$ cat config.mk
export PLATFORM = sky130hd
export DESIGN_NAME = ripemd160_stream_hash
export DESIGN_NICKNAME = d
export VERILOG_FILES = /design/src/rtl/core/rmd160_pkg.sv /design/src/rtl/core/rmd160_dp.sv /design/src/rtl/core/rmd160_ctrl.sv /design/src/rtl/core/ripemd160_stream_hash.sv
export SDC_FILE = /design/constraint.sdc
export NUM_CORES = 2
export LEC_CHECK = 0
export BUFFER_PORTS_ARGS = -buffer_cell sky130_fd_sc_hd__clkbuf_2
export CAP_MARGIN = 20
export CORE_ASPECT_RATIO = 1.5
export CORE_MARGIN = 2
export CORE_UTILIZATION = 40
export CTS_CLUSTER_SIZE = 24
export DETAILED_ROUTE_END_ITERATION = 8
export MAX_ROUTING_LAYER = met4
export SLEW_MARGIN = 20
export SYNTH_ARGS = -nofsm -noshare
export SYNTH_HDL_FRONTEND = slang
export SYNTH_HIERARCHICAL = 1
export SYNTH_SLANG_ARGS = --single-unit
$ cat constraint.sdc
create_clock -name clk -period 13.2 [get_ports clk]
set_clock_uncertainty 0.15 [all_clocks]
set_input_delay 1.32 -clock clk [delete_from_list [all_inputs] [get_ports clk]]
set_output_delay 1.32 -clock clk [all_outputs]
set_load 0.005 [all_outputs]
$ cat src/rtl/core/rmd160_pkg.sv
package rmd160_pkg;

  typedef enum logic [2:0] {
    ST_IDLE,
    ST_COMP,
    ST_PAD,
    ST_EMIT
  } state_t;

  // command bundle from controller to datapath
  typedef struct packed {
    logic       buf_wr;      // write buf_byte at buf_addr
    logic [5:0] buf_addr;
    logic [7:0] buf_byte;
    logic       cnt_inc;     // advance byte count
    logic       comp_start;  // load working words from chaining words
    logic       comp_step;   // run one round
    logic       comp_fin;    // fold working words into chaining words
    logic       restart;     // back to initial value, count to zero
  } cmd_t;

  typedef struct packed {
    logic [5:0] pos;        // byte count mod 64
    logic [6:0] round;      // current round index
    logic [63:0] bits;      // bit length of message
  } sts_t;

  localparam logic [31:0] IV0 = 32'h67452301;
  localparam logic [31:0] IV1 = 32'hEFCDAB89;
  localparam logic [31:0] IV2 = 32'h98BADCFE;
  localparam logic [31:0] IV3 = 32'h10325476;
  localparam logic [31:0] IV4 = 32'hC3D2E1F0;
  localparam logic [4:0] MAX_DIGEST = 5'd20;

  function automatic logic [3:0] word_l(input logic [6:0] j);
    logic [319:0] t;
    t = {4'd0,4'd1,4'd2,4'd3,4'd4,4'd5,4'd6,4'd7,4'd8,4'd9,4'd10,4'd11,4'd12,4'd13,4'd14,
         4'd15,
         4'd7,4'd4,4'd13,4'd1,4'd10,4'd6,4'd15,4'd3,4'd12,4'd0,4'd9,4'd5,4'd2,4'd14,4'd11,
         4'd8,
         4'd3,4'd10,4'd14,4'd4,4'd9,4'd15,4'd8,4'd1,4'd2,4'd7,4'd0,4'd6,4'd13,4'd11,4'd5,
         4'd12,
         4'd1,4'd9,4'd11,4'd10,4'd0,4'd8,4'd12,4'd4,4'd13,4'd3,4'd7,4'd15,4'd14,4'd5,4'd6,
         4'd2,
         4'd4,4'd0,4'd5,4'd9,4'd7,4'd12,4'd2,4'd10,4'd14,4'd1,4'd3,4'd8,4'd11,4'd6,4'd15,
         4'd13};
    return t[319 - 4*j -: 4];
  endfunction

  function automatic logic [3:0] word_r(input logic [6:0] j);
    logic [319:0] t;
    t = {4'd5,4'd14,4'd7,4'd0,4'd9,4'd2,4'd11,4'd4,4'd13,4'd6,4'd15,4'd8,4'd1,4'd10,4'd3,
         4'd12,
         4'd6,4'd11,4'd3,4'd7,4'd0,4'd13,4'd5,4'd10,4'd14,4'd15,4'd8,4'd12,4'd4,4'd9,4'd1,
         4'd2,
         4'd15,4'd5,4'd1,4'd3,4'd7,4'd14,4'd6,4'd9,4'd11,4'd8,4'd12,4'd2,4'd10,4'd0,4'd4,
         4'd13,
         4'd8,4'd6,4'd4,4'd1,4'd3,4'd11,4'd15,4'd0,4'd5,4'd12,4'd2,4'd13,4'd9,4'd7,4'd10,
         4'd14,
         4'd12,4'd15,4'd10,4'd4,4'd1,4'd5,4'd8,4'd7,4'd6,4'd2,4'd13,4'd14,4'd0,4'd3,4'd9,
         4'd11};
    return t[319 - 4*j -: 4];
  endfunction

  function automatic logic [3:0] rot_l(input logic [6:0] j);
    logic [319:0] t;
    t = {4'd11,4'd14,4'd15,4'd12,4'd5,4'd8,4'd7,4'd9,4'd11,4'd13,4'd14,4'd15,4'd6,4'd7,
         4'd9,4'd8,
         4'd7,4'd6,4'd8,4'd13,4'd11,4'd9,4'd7,4'd15,4'd7,4'd12,4'd15,4'd9,4'd11,4'd7,4'd13,
         4'd12,
         4'd11,4'd13,4'd6,4'd7,4'd14,4'd9,4'd13,4'd15,4'd14,4'd8,4'd13,4'd6,4'd5,4'd12,4'd7,
         4'd5,
         4'd11,4'd12,4'd14,4'd15,4'd14,4'd15,4'd9,4'd8,4'd9,4'd14,4'd5,4'd6,4'd8,4'd6,4'd5,
         4'd12,
         4'd9,4'd15,4'd5,4'd11,4'd6,4'd8,4'd13,4'd12,4'd5,4'd12,4'd13,4'd14,4'd11,4'd8,4'd5,
         4'd6};
    return t[319 - 4*j -: 4];
  endfunction

  function automatic logic [3:0] rot_r(input logic [6:0] j);
    logic [319:0] t;
    t = {4'd8,4'd9,4'd9,4'd11,4'd13,4'd15,4'd15,4'd5,4'd7,4'd7,4'd8,4'd11,4'd14,4'd14,
         4'd12,4'd6,
         4'd9,4'd13,4'd15,4'd7,4'd12,4'd8,4'd9,4'd11,4'd7,4'd7,4'd12,4'd7,4'd6,4'd15,4'd13,
         4'd11,
         4'd9,4'd7,4'd15,4'd11,4'd8,4'd6,4'd6,4'd14,4'd12,4'd13,4'd5,4'd14,4'd13,4'd13,4'd7,
         4'd5,
         4'd15,4'd5,4'd8,4'd11,4'd14,4'd14,4'd6,4'd14,4'd6,4'd9,4'd12,4'd9,4'd12,4'd5,4'd15,
         4'd8,
         4'd8,4'd5,4'd12,4'd9,4'd12,4'd5,4'd14,4'd6,4'd8,4'd13,4'd6,4'd5,4'd15,4'd13,4'd11,
         4'd11};
    return t[319 - 4*j -: 4];
  endfunction

  function automatic logic [31:0] add_l(input logic [2:0] g);
    case (g)
      3'd0: return 32'h00000000;
      3'd1: return 32'h5A827999;
      3'd2: return 32'h6ED9EBA1;
      3'd3: return 32'h8F1BBCDC;
      default: return 32'hA953FD4E;
    endcase
  endfunction

  function automatic logic [31:0] add_r(input logic [2:0] g);
    case (g)
      3'd0: return 32'h50A28BE6;
      3'd1: return 32'h5C4DD124;
      3'd2: return 32'h6D703EF3;
      3'd3: return 32'h7A6D76E9;
      default: return 32'h00000000;
    endcase
  endfunction

  function automatic logic [31:0] boolfn(input logic [2:0] g, input logic [31:0] x,
                                         input logic [31:0] y, input logic [31:0] z);
    case (g)
      3'd0: return x ^ y ^ z;
      3'd1: return (x & y) | (~x & z);
      3'd2: return (x | ~y) ^ z;
      3'd3: return (x & z) | (y & ~z);
      default: return x ^ (y | ~z);
    endcase
  endfunction

  function automatic logic [31:0] rotl(input logic [31:0] x, input logic [3:0] n);
    logic [63:0] w;
    w = {x, x} << n;
    return w[63:32];
  endfunction

endpackage

$ cat src/rtl/core/rmd160_dp.sv
module rmd160_dp (
  input  logic              clk,
  input  logic              rst_n,
  input  rmd160_pkg::cmd_t  cmd,
  input  logic [4:0]        rd_sel,
  output rmd160_pkg::sts_t  sts,
  output logic [7:0]        rd_byte
);

  // block buffer kept as sixteen little-endian message words
  logic [31:0] buf_r [16];
  logic [31:0] h_r [5];
  logic [31:0] h_nxt [5];
  logic [60:0] cnt_r;
  logic [6:0]  rnd_r;
  logic [31:0] al_r, bl_r, cl_r, dl_r, el_r;
  logic [31:0] ar_r, br_r, cr_r, dr_r, er_r;
  logic [31:0] ml, mr, tl, tr;
  logic [2:0]  g;
  logic [3:0]  il, ir;

  assign g  = 3'(rnd_r[6:4]);
  assign il = rmd160_pkg::word_l(rnd_r);
  assign ir = rmd160_pkg::word_r(rnd_r);
  assign ml = buf_r[il];
  assign mr = buf_r[ir];
  assign tl = rmd160_pkg::rotl(al_r + rmd160_pkg::boolfn(g, bl_r, cl_r, dl_r) + ml
                + rmd160_pkg::add_l(g), rmd160_pkg::rot_l(rnd_r)) + el_r;
  assign tr = rmd160_pkg::rotl(ar_r + rmd160_pkg::boolfn(3'd4 - g, br_r, cr_r, dr_r) + mr
                + rmd160_pkg::add_r(g), rmd160_pkg::rot_r(rnd_r)) + er_r;

  assign h_nxt[0] = h_r[1] + cl_r + dr_r;
  assign h_nxt[1] = h_r[2] + dl_r + er_r;
  assign h_nxt[2] = h_r[3] + el_r + ar_r;
  assign h_nxt[3] = h_r[4] + al_r + br_r;
  assign h_nxt[4] = h_r[0] + bl_r + cr_r;

  always_ff @(posedge clk) begin
    if (cmd.buf_wr) begin
      buf_r[cmd.buf_addr[5:2]][{cmd.buf_addr[1:0], 3'd0} +: 8] <= cmd.buf_byte;
    end
  end

  always_ff @(posedge clk) begin
    if (!rst_n || cmd.restart) begin
      h_r[0] <= rmd160_pkg::IV0;
      h_r[1] <= rmd160_pkg::IV1;
      h_r[2] <= rmd160_pkg::IV2;
      h_r[3] <= rmd160_pkg::IV3;
      h_r[4] <= rmd160_pkg::IV4;
      cnt_r  <= '0;
    end else begin
      if (cmd.cnt_inc) begin
        cnt_r <= cnt_r + 61'd1;
      end
      if (cmd.comp_fin) begin
        for (int k = 0; k < 5; k++) begin
          h_r[k] <= h_nxt[k];
        end
      end
    end
  end

  always_ff @(posedge clk) begin
    if (!rst_n) begin
      rnd_r <= '0;
    end else if (cmd.comp_start) begin
      rnd_r <= '0;
    end else if (cmd.comp_step) begin
      rnd_r <= rnd_r + 7'd1;
    end
  end

  always_ff @(posedge clk) begin
    if (cmd.comp_start) begin
      al_r <= h_r[0]; bl_r <= h_r[1]; cl_r <= h_r[2]; dl_r <= h_r[3]; el_r <= h_r[4];
      ar_r <= h_r[0]; br_r <= h_r[1]; cr_r <= h_r[2]; dr_r <= h_r[3]; er_r <= h_r[4];
    end else if (cmd.comp_step) begin
      al_r <= el_r; el_r <= dl_r; dl_r <= rmd160_pkg::rotl(cl_r, 4'd10);
      cl_r <= bl_r; bl_r <= tl;
      ar_r <= er_r; er_r <= dr_r; dr_r <= rmd160_pkg::rotl(cr_r, 4'd10);
      cr_r <= br_r; br_r <= tr;
    end
  end

  assign sts.pos   = cnt_r[5:0];
  assign sts.round = rnd_r;
  assign sts.bits  = {cnt_r, 3'd0};
  assign rd_byte   = 8'(h_r[rd_sel[4:2]] >> {rd_sel[1:0], 3'd0});

endmodule

$ cat src/rtl/core/rmd160_ctrl.sv
module rmd160_ctrl (
  input  logic              clk,
  input  logic              rst_n,
  input  logic              in_valid,
  output logic              in_stall,
  input  logic [7:0]        in_data_byte,
  input  logic              in_byte_present,
  input  logic              in_message_end,
  input  logic [4:0]        dlen,
  input  rmd160_pkg::sts_t  sts,
  output rmd160_pkg::cmd_t  cmd,
  output logic [4:0]        rd_sel,
  output logic              emit_valid,
  output logic              emit_last,
  input  logic              emit_stall
);

  rmd160_pkg::state_t state_r, state_nxt;
  logic       pend_end_r, pend_end_nxt;   // message end waits behind a compression
  logic       final_r, final_nxt;         // running compression is the last block
  logic [5:0] pad_r, pad_nxt;             // padding write pointer
  logic       pad_two_r, pad_two_nxt;     // padding needs a first block flush
  logic       mark_r, mark_nxt;           // next padding write is the 0x80 marker
  logic       pad_two_now;
  logic [4:0] idx_r, idx_nxt;
  logic [4:0] n_bytes;
  logic       acc;

  assign n_bytes     = (dlen > rmd160_pkg::MAX_DIGEST) ? rmd160_pkg::MAX_DIGEST : dlen;
  assign acc         = in_valid && !in_stall;
  assign rd_sel      = idx_r;
  assign pad_two_now = mark_r ? (pad_r >= 6'd56) : pad_two_r;

  always_ff @(posedge clk) begin
    if (!rst_n) begin
      state_r    <= rmd160_pkg::ST_IDLE;
      pend_end_r <= 1'b0;
      final_r    <= 1'b0;
      pad_r      <= '0;
      pad_two_r  <= 1'b0;
      mark_r     <= 1'b0;
      idx_r      <= '0;
    end else begin
      state_r    <= state_nxt;
      pend_end_r <= pend_end_nxt;
      final_r    <= final_nxt;
      pad_r      <= pad_nxt;
      pad_two_r  <= pad_two_nxt;
      mark_r     <= mark_nxt;
      idx_r      <= idx_nxt;
    end
  end

  always_comb begin
    state_nxt    = state_r;
    pend_end_nxt = pend_end_r;
    final_nxt    = final_r;
    pad_nxt      = pad_r;
    pad_two_nxt  = pad_two_r;
    mark_nxt     = mark_r;
    idx_nxt      = idx_r;
    cmd          = '0;
    in_stall     = 1'b1;
    emit_valid   = 1'b0;
    emit_last    = 1'b0;
    case (state_r)
      rmd160_pkg::ST_IDLE: begin
        in_stall = 1'b0;
        if (acc) begin
          if (in_byte_present) begin
            cmd.buf_wr   = 1'b1;
            cmd.buf_addr = sts.pos;
            cmd.buf_byte = in_data_byte;
            cmd.cnt_inc  = 1'b1;
          end
          if (in_byte_present && sts.pos == 6'd63) begin
            cmd.comp_start = 1'b1;
            final_nxt      = 1'b0;
            pend_end_nxt   = in_message_end;
            mark_nxt       = in_message_end;
            pad_nxt        = '0;
            state_nxt      = rmd160_pkg::ST_COMP;
          end else if (in_message_end) begin
            // 0x80 goes at the position after any byte in this item
            mark_nxt  = 1'b1;
            pad_nxt   = in_byte_present ? sts.pos + 6'd1 : sts.pos;
            state_nxt = rmd160_pkg::ST_PAD;
          end
        end
      end
      rmd160_pkg::ST_COMP: begin
        if (sts.round == 7'd80) begin
          cmd.comp_fin = 1'b1;
          if (final_r) begin
            idx_nxt   = '0;
            state_nxt = (n_bytes == 5'd0) ? rmd160_pkg::ST_IDLE : rmd160_pkg::ST_EMIT;
            if (n_bytes == 5'd0) begin
              cmd.restart = 1'b1;
            end
          end else if (pend_end_r) begin
            // message end after a full block or a marker flush: pad a fresh block
            pend_end_nxt = 1'b0;
            pad_nxt      = '0;
            pad_two_nxt  = 1'b0;
            state_nxt    = rmd160_pkg::ST_PAD;
          end else begin
            state_nxt = rmd160_pkg::ST_IDLE;
          end
        end else begin
          cmd.comp_step = 1'b1;
        end
      end
      rmd160_pkg::ST_PAD: begin
        // one buffer byte per cycle: marker if due, zeros, then the length on the last pass
        cmd.buf_wr   = 1'b1;
        cmd.buf_addr = pad_r;
        if (mark_r) begin
          cmd.buf_byte = 8'h80;
        end else if (!pad_two_now && pad_r >= 6'd56) begin
          cmd.buf_byte = 8'(sts.bits >> {pad_r[2:0], 3'd0});
        end else begin
          cmd.buf_byte = 8'h00;
        end
        mark_nxt    = 1'b0;
        pad_two_nxt = pad_two_now;
        pad_nxt     = pad_r + 6'd1;
        if (pad_r == 6'd63) begin
          cmd.comp_start = 1'b1;
          final_nxt      = !pad_two_now;
          pend_end_nxt   = pad_two_now;
          pad_two_nxt    = 1'b0;
          state_nxt      = rmd160_pkg::ST_COMP;
        end
      end
      rmd160_pkg::ST_EMIT: begin
        emit_valid = 1'b1;
        emit_last  = (idx_r + 5'd1 == n_bytes);
        if (!emit_stall) begin
          idx_nxt = idx_r + 5'd1;
          if (emit_last) begin
            cmd.restart = 1'b1;
            state_nxt   = rmd160_pkg::ST_IDLE;
          end
        end
      end
      default: begin
        state_nxt = rmd160_pkg::ST_IDLE;
      end
    endcase
  end

endmodule

$ cat src/rtl/core/ripemd160_stream_hash.sv
// ripemd-160 stream hash, one item per message byte
// a byte item is written to the block buffer; one that fills a block starts a compression
// message end: padding to the block end and one or two compressions, then min(digest_length, 20)
// result items, one a cycle while out_stall is low; no items when digest_length is zero
// input stalls from a block fill or message end until the round loop or digest output is done
// rst_n synchronous active low: initial chaining value, count zero, digest_length 20
module ripemd160_stream_hash (
  input  logic       clk,
  input  logic       rst_n,
  input  logic       cfg_wr_en,
  input  logic [4:0] cfg_wr_data,
  input  logic       in_valid,
  output logic       in_stall,
  input  logic [7:0] in_data_byte,
  input  logic       in_byte_present,
  input  logic       in_message_end,
  output logic       out_valid,
  input  logic       out_stall,
  output logic [7:0] out_digest_byte,
  output logic [4:0] out_byte_position,
  output logic       out_last_of_digest
);

  rmd160_pkg::cmd_t cmd;
  rmd160_pkg::sts_t sts;
  logic [4:0] dlen_r;
  logic [4:0] rd_sel;
  logic [7:0] rd_byte;
  logic       emit_valid, emit_last;

  // digest length register
  always_ff @(posedge clk) begin
    if (!rst_n) begin
      dlen_r <= rmd160_pkg::MAX_DIGEST;
    end else if (cfg_wr_en) begin
      dlen_r <= cfg_wr_data;
    end
  end

  rmd160_ctrl u_ctrl (
    .clk, .rst_n, .in_valid, .in_stall, .in_data_byte, .in_byte_present,
    .in_message_end, .dlen(dlen_r), .sts, .cmd, .rd_sel,
    .emit_valid, .emit_last, .emit_stall(out_stall)
  );

  rmd160_dp u_dp (
    .clk, .rst_n, .cmd, .rd_sel, .sts, .rd_byte
  );

  // digest bytes come straight from the chaining words, held while stalled
  assign out_valid          = emit_valid;
  assign out_digest_byte    = rd_byte;
  assign out_byte_position  = rd_sel;
  assign out_last_of_digest = emit_last;

`ifndef NO_ASSERTIONS
  // no input item taken while digest bytes are going out
  a_no_in_during_out: assert property (@(posedge clk) disable iff (!rst_n)
    out_valid |-> in_stall) else $error("input accepted during digest output");

  // positions climb by one within a digest
  a_pos_step: assert property (@(posedge clk) disable iff (!rst_n)
    (out_valid && !out_stall && !out_last_of_digest) |=>
      (out_valid && out_byte_position == $past(out_byte_position) + 5'd1))
    else $error("digest position skipped");

  // first byte of a digest is position zero
  a_first_pos: assert property (@(posedge clk) disable iff (!rst_n)
    $rose(out_valid) |-> out_byte_position == 5'd0)
    else $error("digest does not start at zero");
`endif

endmodule
Word-level counts from Yosys, hierarchy flattened
Memory sizes are Yosys's and may differ from the RTL's. A register that Yosys moved wholly into a read port is not among the register bits.
Index checks and enable logic that the tools add are counted.
{ "word_totals": {"regBits": 411, "in_bits": 20, "wordCells": 244, "ram_bits": 672, "memories": 2, "output_inout_bits": 16} }
{ "mem_list": {"columns": ["name", "depth", "word_bits", "read_ports", "rd_clocked_by_memory_dff", "write_ports", "line_no", "source"], "rows": [
  ["u_dp.buf_r", 16, 32, 2, 0, 1, "rmd160_dp.sv:11", "logic [31:0] buf_r [16];"],
  ["u_dp.h_r", 5, 32, 6, 1, 5, "rmd160_dp.sv:12", "logic [31:0] h_r [5];"]
]} }
{ "classes": {"reduce_logical": 23, "n_eq_ne": 23, "n_addsub": 26, "order_cmp": 2, "n_bitwise": 36, "shifts": 10, "muxes": 102} }
{ "ops": {"columns": ["operator", "count"], "rows": [
  ["variable part select 323 x 33 -> 4 bit (first input constant)", 4],
  ["two-way mux 32 bit", 26],
  ["adder 32 bit", 17],
  ["one-hot mux 32 bit (4 select lines)", 3],
  ["AND 32 bit", 8],
  ["OR 32 bit", 8],
  ["bitwise XOR 32 bit", 8],
  ["NOT 32 bit", 6],
  ["<< shifter 64 x 4 -> 64 bit", 2],
  ["one-hot mux 31 bit (4 select lines)", 1],
  [">> shifter 64 x 6 -> 8 bit", 1],
  ["adder 61 x 1 -> 61 bit (second input constant)", 1],
  ["two-way mux 6 bit", 7],
  ["two-way mux 1 bit", 33],
  ["adder 32 x 31 -> 32 bit", 1],
  ["variable shift 8 x 7 -> 32 bit (first input constant)", 1],
  ["variable part select 8 x 7 -> 32 bit", 1],
  [">> shifter 32 x 5 -> 8 bit", 1],
  ["two-way mux 3 bit", 10],
  ["one-hot mux 15 bit (2 select lines)", 1],
  ["two-way mux 5 bit", 4],
  ["== test 3 x 2 -> 1 bit (second input constant)", 6],
  ["one-hot mux 6 bit (3 select lines)", 1],
  ["AND reduction 6 bit", 3],
  ["other kinds (35)", 68]
]} }

Longest topological paths before layout
{ "depth": {"word_depth": 11, "depth_mapped": 54, "mapped_depth_nobuf": 47} }

Cells and area by module
Netlist, hierarchy kept.
{ "by_module_without_submodules": {"columns": ["module", "cells_each", "instances", "area_per_inst_um2"], "rows": [
  ["rmd160_dp", 8221, 1, 77888.5],
  ["rmd160_ctrl", 252, 1, 2148.3],
  ["ripemd160_stream_hash", 16, 1, 187.7]
]} }

Worst setup path before layout
Ideal clock, no wire load.
{ "synth_path": {"path_kind": "flip-flop to flip-flop", "start": "register u_dp.rnd_r[4]", "end": "register u_dp.bl_r[30], data pin", "period_less_slack_ps": 11023, "path_stages_with_launch": 54, "t_arrival_ps": 10704, "t_required_ps": 12881, "slack_ps": 2177, "setup_time_ps": 169, "path_cell_list": "dfxtp_1 > buf_4 > buf_6 > inv_2 > ha_1 > clkbuf_1 > nor2_1 > o21ai_1 > nand2_1 > o2111ai_1 > and3_1 > clkbuf_1 > clkbuf_1 > clkbuf_1 > clkbuf_1 > nand2_1 > a311oi_1 > a21oi_1 > [18 not listed] > mux2i_1 > mux2i_1 > mux2i_1 > ha_1 > fa_1 > a21o_1 > a21o_1 > a21o_1 > a21o_1 > a21oi_1 > o21ai_0 > a41oi_1 > o211ai_1 > o21a_1 > o221ai_1 > o31ai_1 > o21a_1 > o31ai_1"} }
{ "synth_between": {"elab_chain_cells": 9, "word_cells_on_any_way": 17, "cone_classes": "add/sub: 5; eq/ne: 3; shift: 3; mux: 4; reduce/logical: 1; memory: 1"} }
{ "synth_rtl": {"columns": ["item", "line_no", "source"], "rows": [
  ["start: declaration", "rmd160_dp.sv:15", "logic [6:0] rnd_r;"],
  ["start signal: assignment", "rmd160_dp.sv:70", "rnd_r <= rnd_r + 7'd1;"],
  ["subtractor 9 x 9 -> 10 bit (tied with other cells)", "rmd160_pkg.sv:47, rmd160_pkg.sv:77", null],
  ["variable part select 323 x 33 -> 4 bit / one-hot mux 32 bit (4 select lines) (equally long branches)", "rmd160_pkg.sv:47, rmd160_pkg.sv:117", null],
  ["memory read (16 x 32 bit) / adder 32 bit (equally long branches)", null, null],
  ["adder 32 bit", "rmd160_dp.sv:27", "assign tl = rmd160_pkg::rotl(al_r + rmd160_pkg::boolfn(g, bl_r, cl_r, dl_r) + ml"],
  ["adder 32 bit", "rmd160_dp.sv:28", "+ rmd160_pkg::add_l(g), rmd160_pkg::rot_l(rnd_r)) + el_r;"],
  ["<< shifter 64 x 4 -> 64 bit *", "rmd160_pkg.sv:128", "w = {x, x} << n;"],
  ["adder 32 bit *", "rmd160_dp.sv:28", null],
  ["two-way mux 32 bit *", "rmd160_dp.sv:78", "end else if (cmd.comp_step) begin"],
  ["two-way mux 32 bit *", "rmd160_dp.sv:75", "if (cmd.comp_start) begin"],
  ["end signal: assignment", "rmd160_dp.sv:76", "al_r <= h_r[0]; bl_r <= h_r[1]; cl_r <= h_r[2]; dl_r <= h_r[3]; el_r <= h_r[4];"],
  ["end signal: assignment", "rmd160_dp.sv:80", "cl_r <= bl_r; bl_r <= tl;"],
  ["end: declaration", "rmd160_dp.sv:16", "logic [31:0] al_r, bl_r, cl_r, dl_r, el_r;"]
]} }
Mark *: on every way between the ends. The rest lies on a longest branch, timed or not. The select of a mux whose other input is x is not followed.
A chain may end at the register's enable or synchronous reset.

Worst setup path after layout
{ "layout_path": {"start": "register u_dp.rnd_r[5]", "end": "register u_dp.bl_r[30], data pin"} }
The elaborated chain is that of the path after synthesis.

==> impl_metrics.csv <==
group,metric,value,unit
detailed_routing,routed_wl,357,mm
cts,path_clk_slew,0.06,ns
yosys,synthSimpleGateAreaFrac,15.0,%
yosys,synth-async-reset-ratio,0,%
layout,drive_above_1_share,8.43,%
global_route,grt_pass1_vias,68600,
power,switching_share,51.6,%
setup_path,start_kind,"register",
run_status,outcome,"finished clean",
setup_path,crit_end,"u_dp/bl_r[30]",
detailed_routing,first_pass_iters,9,
cts,cts_tree,"done",
setup_path,path_class,"reg -> reg",
yosys,synth_top_cell_area_share,37.1,%
place,gp_congestion,1.05,
setup_path,endpoint_kind,"register",
yosys,seq_area_frac_synth,39.4,%
place,dp_hpwl,277,mm
global_route,grt-ovfl-total,0,
setup_path,r2r_setup_slack,0.59,ns
yosys,ys.warnings.count,6,
yosys,synthMuxAreaShare,4.49,%
place,placed_area,84300,µm²
layout,design_area,88200,µm²
power,p_int,12.3,mW
layout,layout_commonest_cell,"nand2_1",
run,maxCapViolCount,0,
cts,cts_hold_buf,0,
die,initial_utilization,40.2,%
cts,cts-htree-levels,3,
place,port_buffers,35,
setup_path,crit_path_max_incr_delay,0.58,ns
layout,synthToLayoutAreaGrowth,9.98,%
setup_path,crit_start,"u_dp/rnd_r[5]",
cts,cts-buffers-inserted,113,
sta,rsz0062_at_grt,"yes",
yosys,synth_cells,8489,
sta,final.setup.worst_slack,0.586,ns
sta,holdWs,0.352,ns
power,power_frac_clock,12.9,%
detailed_routing,vias_per_cell,6.27,
cts,clkSinkCount,1082,
die,chipWidth,370,µm
die,rows,201,
setup_path,crit_path_frequent_cell,"a21o_1",
yosys,synth_xor_area_share,3.73,%
power,power_frac_seq,18.4,%
layout,mostFrequentLayoutCells,"nand2_1 (1312), edfxtp_1 (992), o21ai_0 (633)",
sta,min_period,12.61,ns
yosys,ys_top_cells_by_area,"edfxtp_1 (37%), fa_1 (7.1%), nand2_1 (6.2%)",
die,dieArea,204000,µm²
global_route,grt_pass1_wl,498,mm
sta,tns,0,ns
power,p_leak,32.7,nW
yosys,ys_types,108,
place,post-place-ws,0.523,ns
yosys,yosys.area.top_type,"edfxtp_1",
power,comb_power_share,68.7,%
yosys,synth_compound_area_share,19.3,%
global_route,antenna_found_initial,25,
yosys,syn_avg_cell_area,9.45,µm²
hold_path,hp-class,"reg -> reg",
yosys,synth_fa_ha_area_share,12.7,%
detailed_routing,num_vias,70100,
place,place_inst,10900,
die,fp.dieH,552,µm
layout,stdcell_count,11200,
sta,fmax,79.3,MHz
detailed_routing,ant_nets,0,
setup_path,crit_arrival,13.08,ns
yosys,synth-edff-count,992,
cts,root_buffer,"clkbuf_16",
yosys,synth_top_family_by_area,"compound AO/OA/AOI/OAI gates",
die,num_io_pins,36,
yosys,syn_area,80200,µm²
cts,clk_path_buf_depth,3,
sta,maxSlewViolCount,0,
yosys,yosys_most_used_dff,"edfxtp_1",
sta,slew-limit-headroom,19.2,%
global_route,grt_util_all_layers,35.1,%
layout,nets,9098,
detailed_routing,drc_errors,0,
sta,layout_worst_path_cycle_share,95.6,%
power,powerDensity,288,nW/µm²
detailed_routing,wl_per_cell,31.9,µm
setup_path,r2r_cells,48,
global_route,grt_max_degree,102,
sta,tightest_slew,1.20,ns
detailed_routing,drt-initial-drc-count,6902,
die,fp.coreArea,200000,µm²
setup_path,required,13.66,ns
setup_path,r2r_start,"u_dp/rnd_r[5]",
sta,final_hold_viol_count,0,
setup_path,slowest_stage,"nor4_1",
cts,clk_latency,0.80,ns
yosys,synth_seq_cells,1082,
setup_path,rr_endpoint,"u_dp/bl_r[30]",
power,worst_ir_drop_vdd,0.363,mV
setup_path,cp_max_fo,43,
sta,setup_viol,0,
power,netSwitchingPower,13.1,mW
==> through the flow <==
step | util (%) | total power [mW]
after global routing | 44.2 | 26.6
after global placement | 42.2 | 21.6
after detailed placement | 42.2 | 21.7
final | 44.2 | 25.4
after floorplan | - | 15.1
after CTS | 44.1 | 25.0
==> power by group through the flow <==
stage	sequential (mW)	clock [mW]	combinational (mW)
floorplan	4.60	0	10.5
global route	4.69	3.44	18.5
CTS	4.66	3.33	17.0
finish	4.67	3.29	17.5
detailed placement	4.74	0	16.9
global placement	4.73	0	16.9
==> layout make-up <==
type                            instances  area, µm²
Multi-Input combinational cell       6321      44800
Clock inverter                         70        652
Timing Repair Buffer                  308       2560
Sequential cell                      1082      31600
Inverter                              606       2270
Clock buffer                          142       3030
Antenna cell                           21       52.6
Tap cell                             2639       3300
Fill cell                           19200     111000
==> what timing repair did <==
item / 4_1_cts / 5_1_grt
buffers inserted: 0 / 8
gates resized for setup: 0 / 11
endpoints found under the setup margin: 0 / 10
==> how the worst min path moves through the flow <==
stage / start / endpoint / slack (ns) / depth (start not counted)
floorplan: u_dp/cnt_r[46] / u_dp/cnt_r[46] / 0.31 / 2
global placement: u_dp/cnt_r[48] / u_dp/cnt_r[48] / 0.33 / 2
detailed placement: u_dp/cnt_r[36] / u_dp/cnt_r[36] / 0.34 / 2
CTS: u_dp/cnt_r[36] / u_dp/cnt_r[36] / 0.35 / 2
global route: u_ctrl/state_r[0] / u_ctrl/state_r[0] / 0.37 / 2
finish: u_dp/cnt_r[36] / u_dp/cnt_r[36] / 0.35 / 2
==> worst max-delay path, delay by kind of cell, from the launching register on <==
kind	cells	cell delay, ns
compound gates	22	4.93
fa+ha+maj	7	2.89
simple gates	7	1.98
buf+inv	6	0.90
mux	4	0.72
flops	1	0.47
xor+xnor	2	0.35
==> synth_stat cells, drive strengths merged, types with 144 or more instances <==
cell type	n
nand2	1315
ha	362
mux2i	179
xor2	144
fa	284
a211oi	243
xnor2	198
a21oi	505
and3	174
inv	605
nor2	484
a31oi	158
clkbuf	371
and2	188
o21ai	657
edfxtp	992
==> cells by family after synthesis <==
| kind of cell | after synthesis |
|---|---|
| other | 1 |
| adders and majority gates | 647 |
| and+or+nand+nor | 2657 |
| muxes | 276 |
| xor gates and xnor gates | 342 |
| DFF | 1082 |
| AOI/OAI and AO/OA | 2394 |
| buffers and inverters | 1090 |
==> layer usage <==
layer | up-vias | global-route usage, % | routed length (µm) | share of wire (%)
met1 | 34700 | 36.2 | 120000 | 34
met3 | 1165 | 4.66 | 22700 | 6.4
met5 | - | - | 0 | 0
met4 | 0 | 31.3 | 40300 | 11
met2 | 3459 | 58.4 | 174000 | 49
li1 | 30800 | - | - | -
==> state kept, by name (all words and copies together) (netlist names) <==
register and cells:
u_dp/rnd_r 7, dlen_r 5, u_ctrl/pad_two_r 1, u_ctrl/pend_end_r 1, u_dp/h_r 160, u_dp/br_r 32, u_ctrl/state_r 2, u_dp/el_r 32
u_dp/ar_r 32, u_dp/cr_r 32, u_dp/al_r 32, u_dp/er_r 32, u_ctrl/pad_r 6, u_dp/buf_r 512, u_dp/cl_r 32, u_dp/bl_r 32
u_dp/dl_r 32, u_ctrl/final_r 1, u_dp/cnt_r 61, u_ctrl/mark_r 1, u_ctrl/rd_sel 5, u_dp/dr_r 32
(Power assumes the default switching activity.)
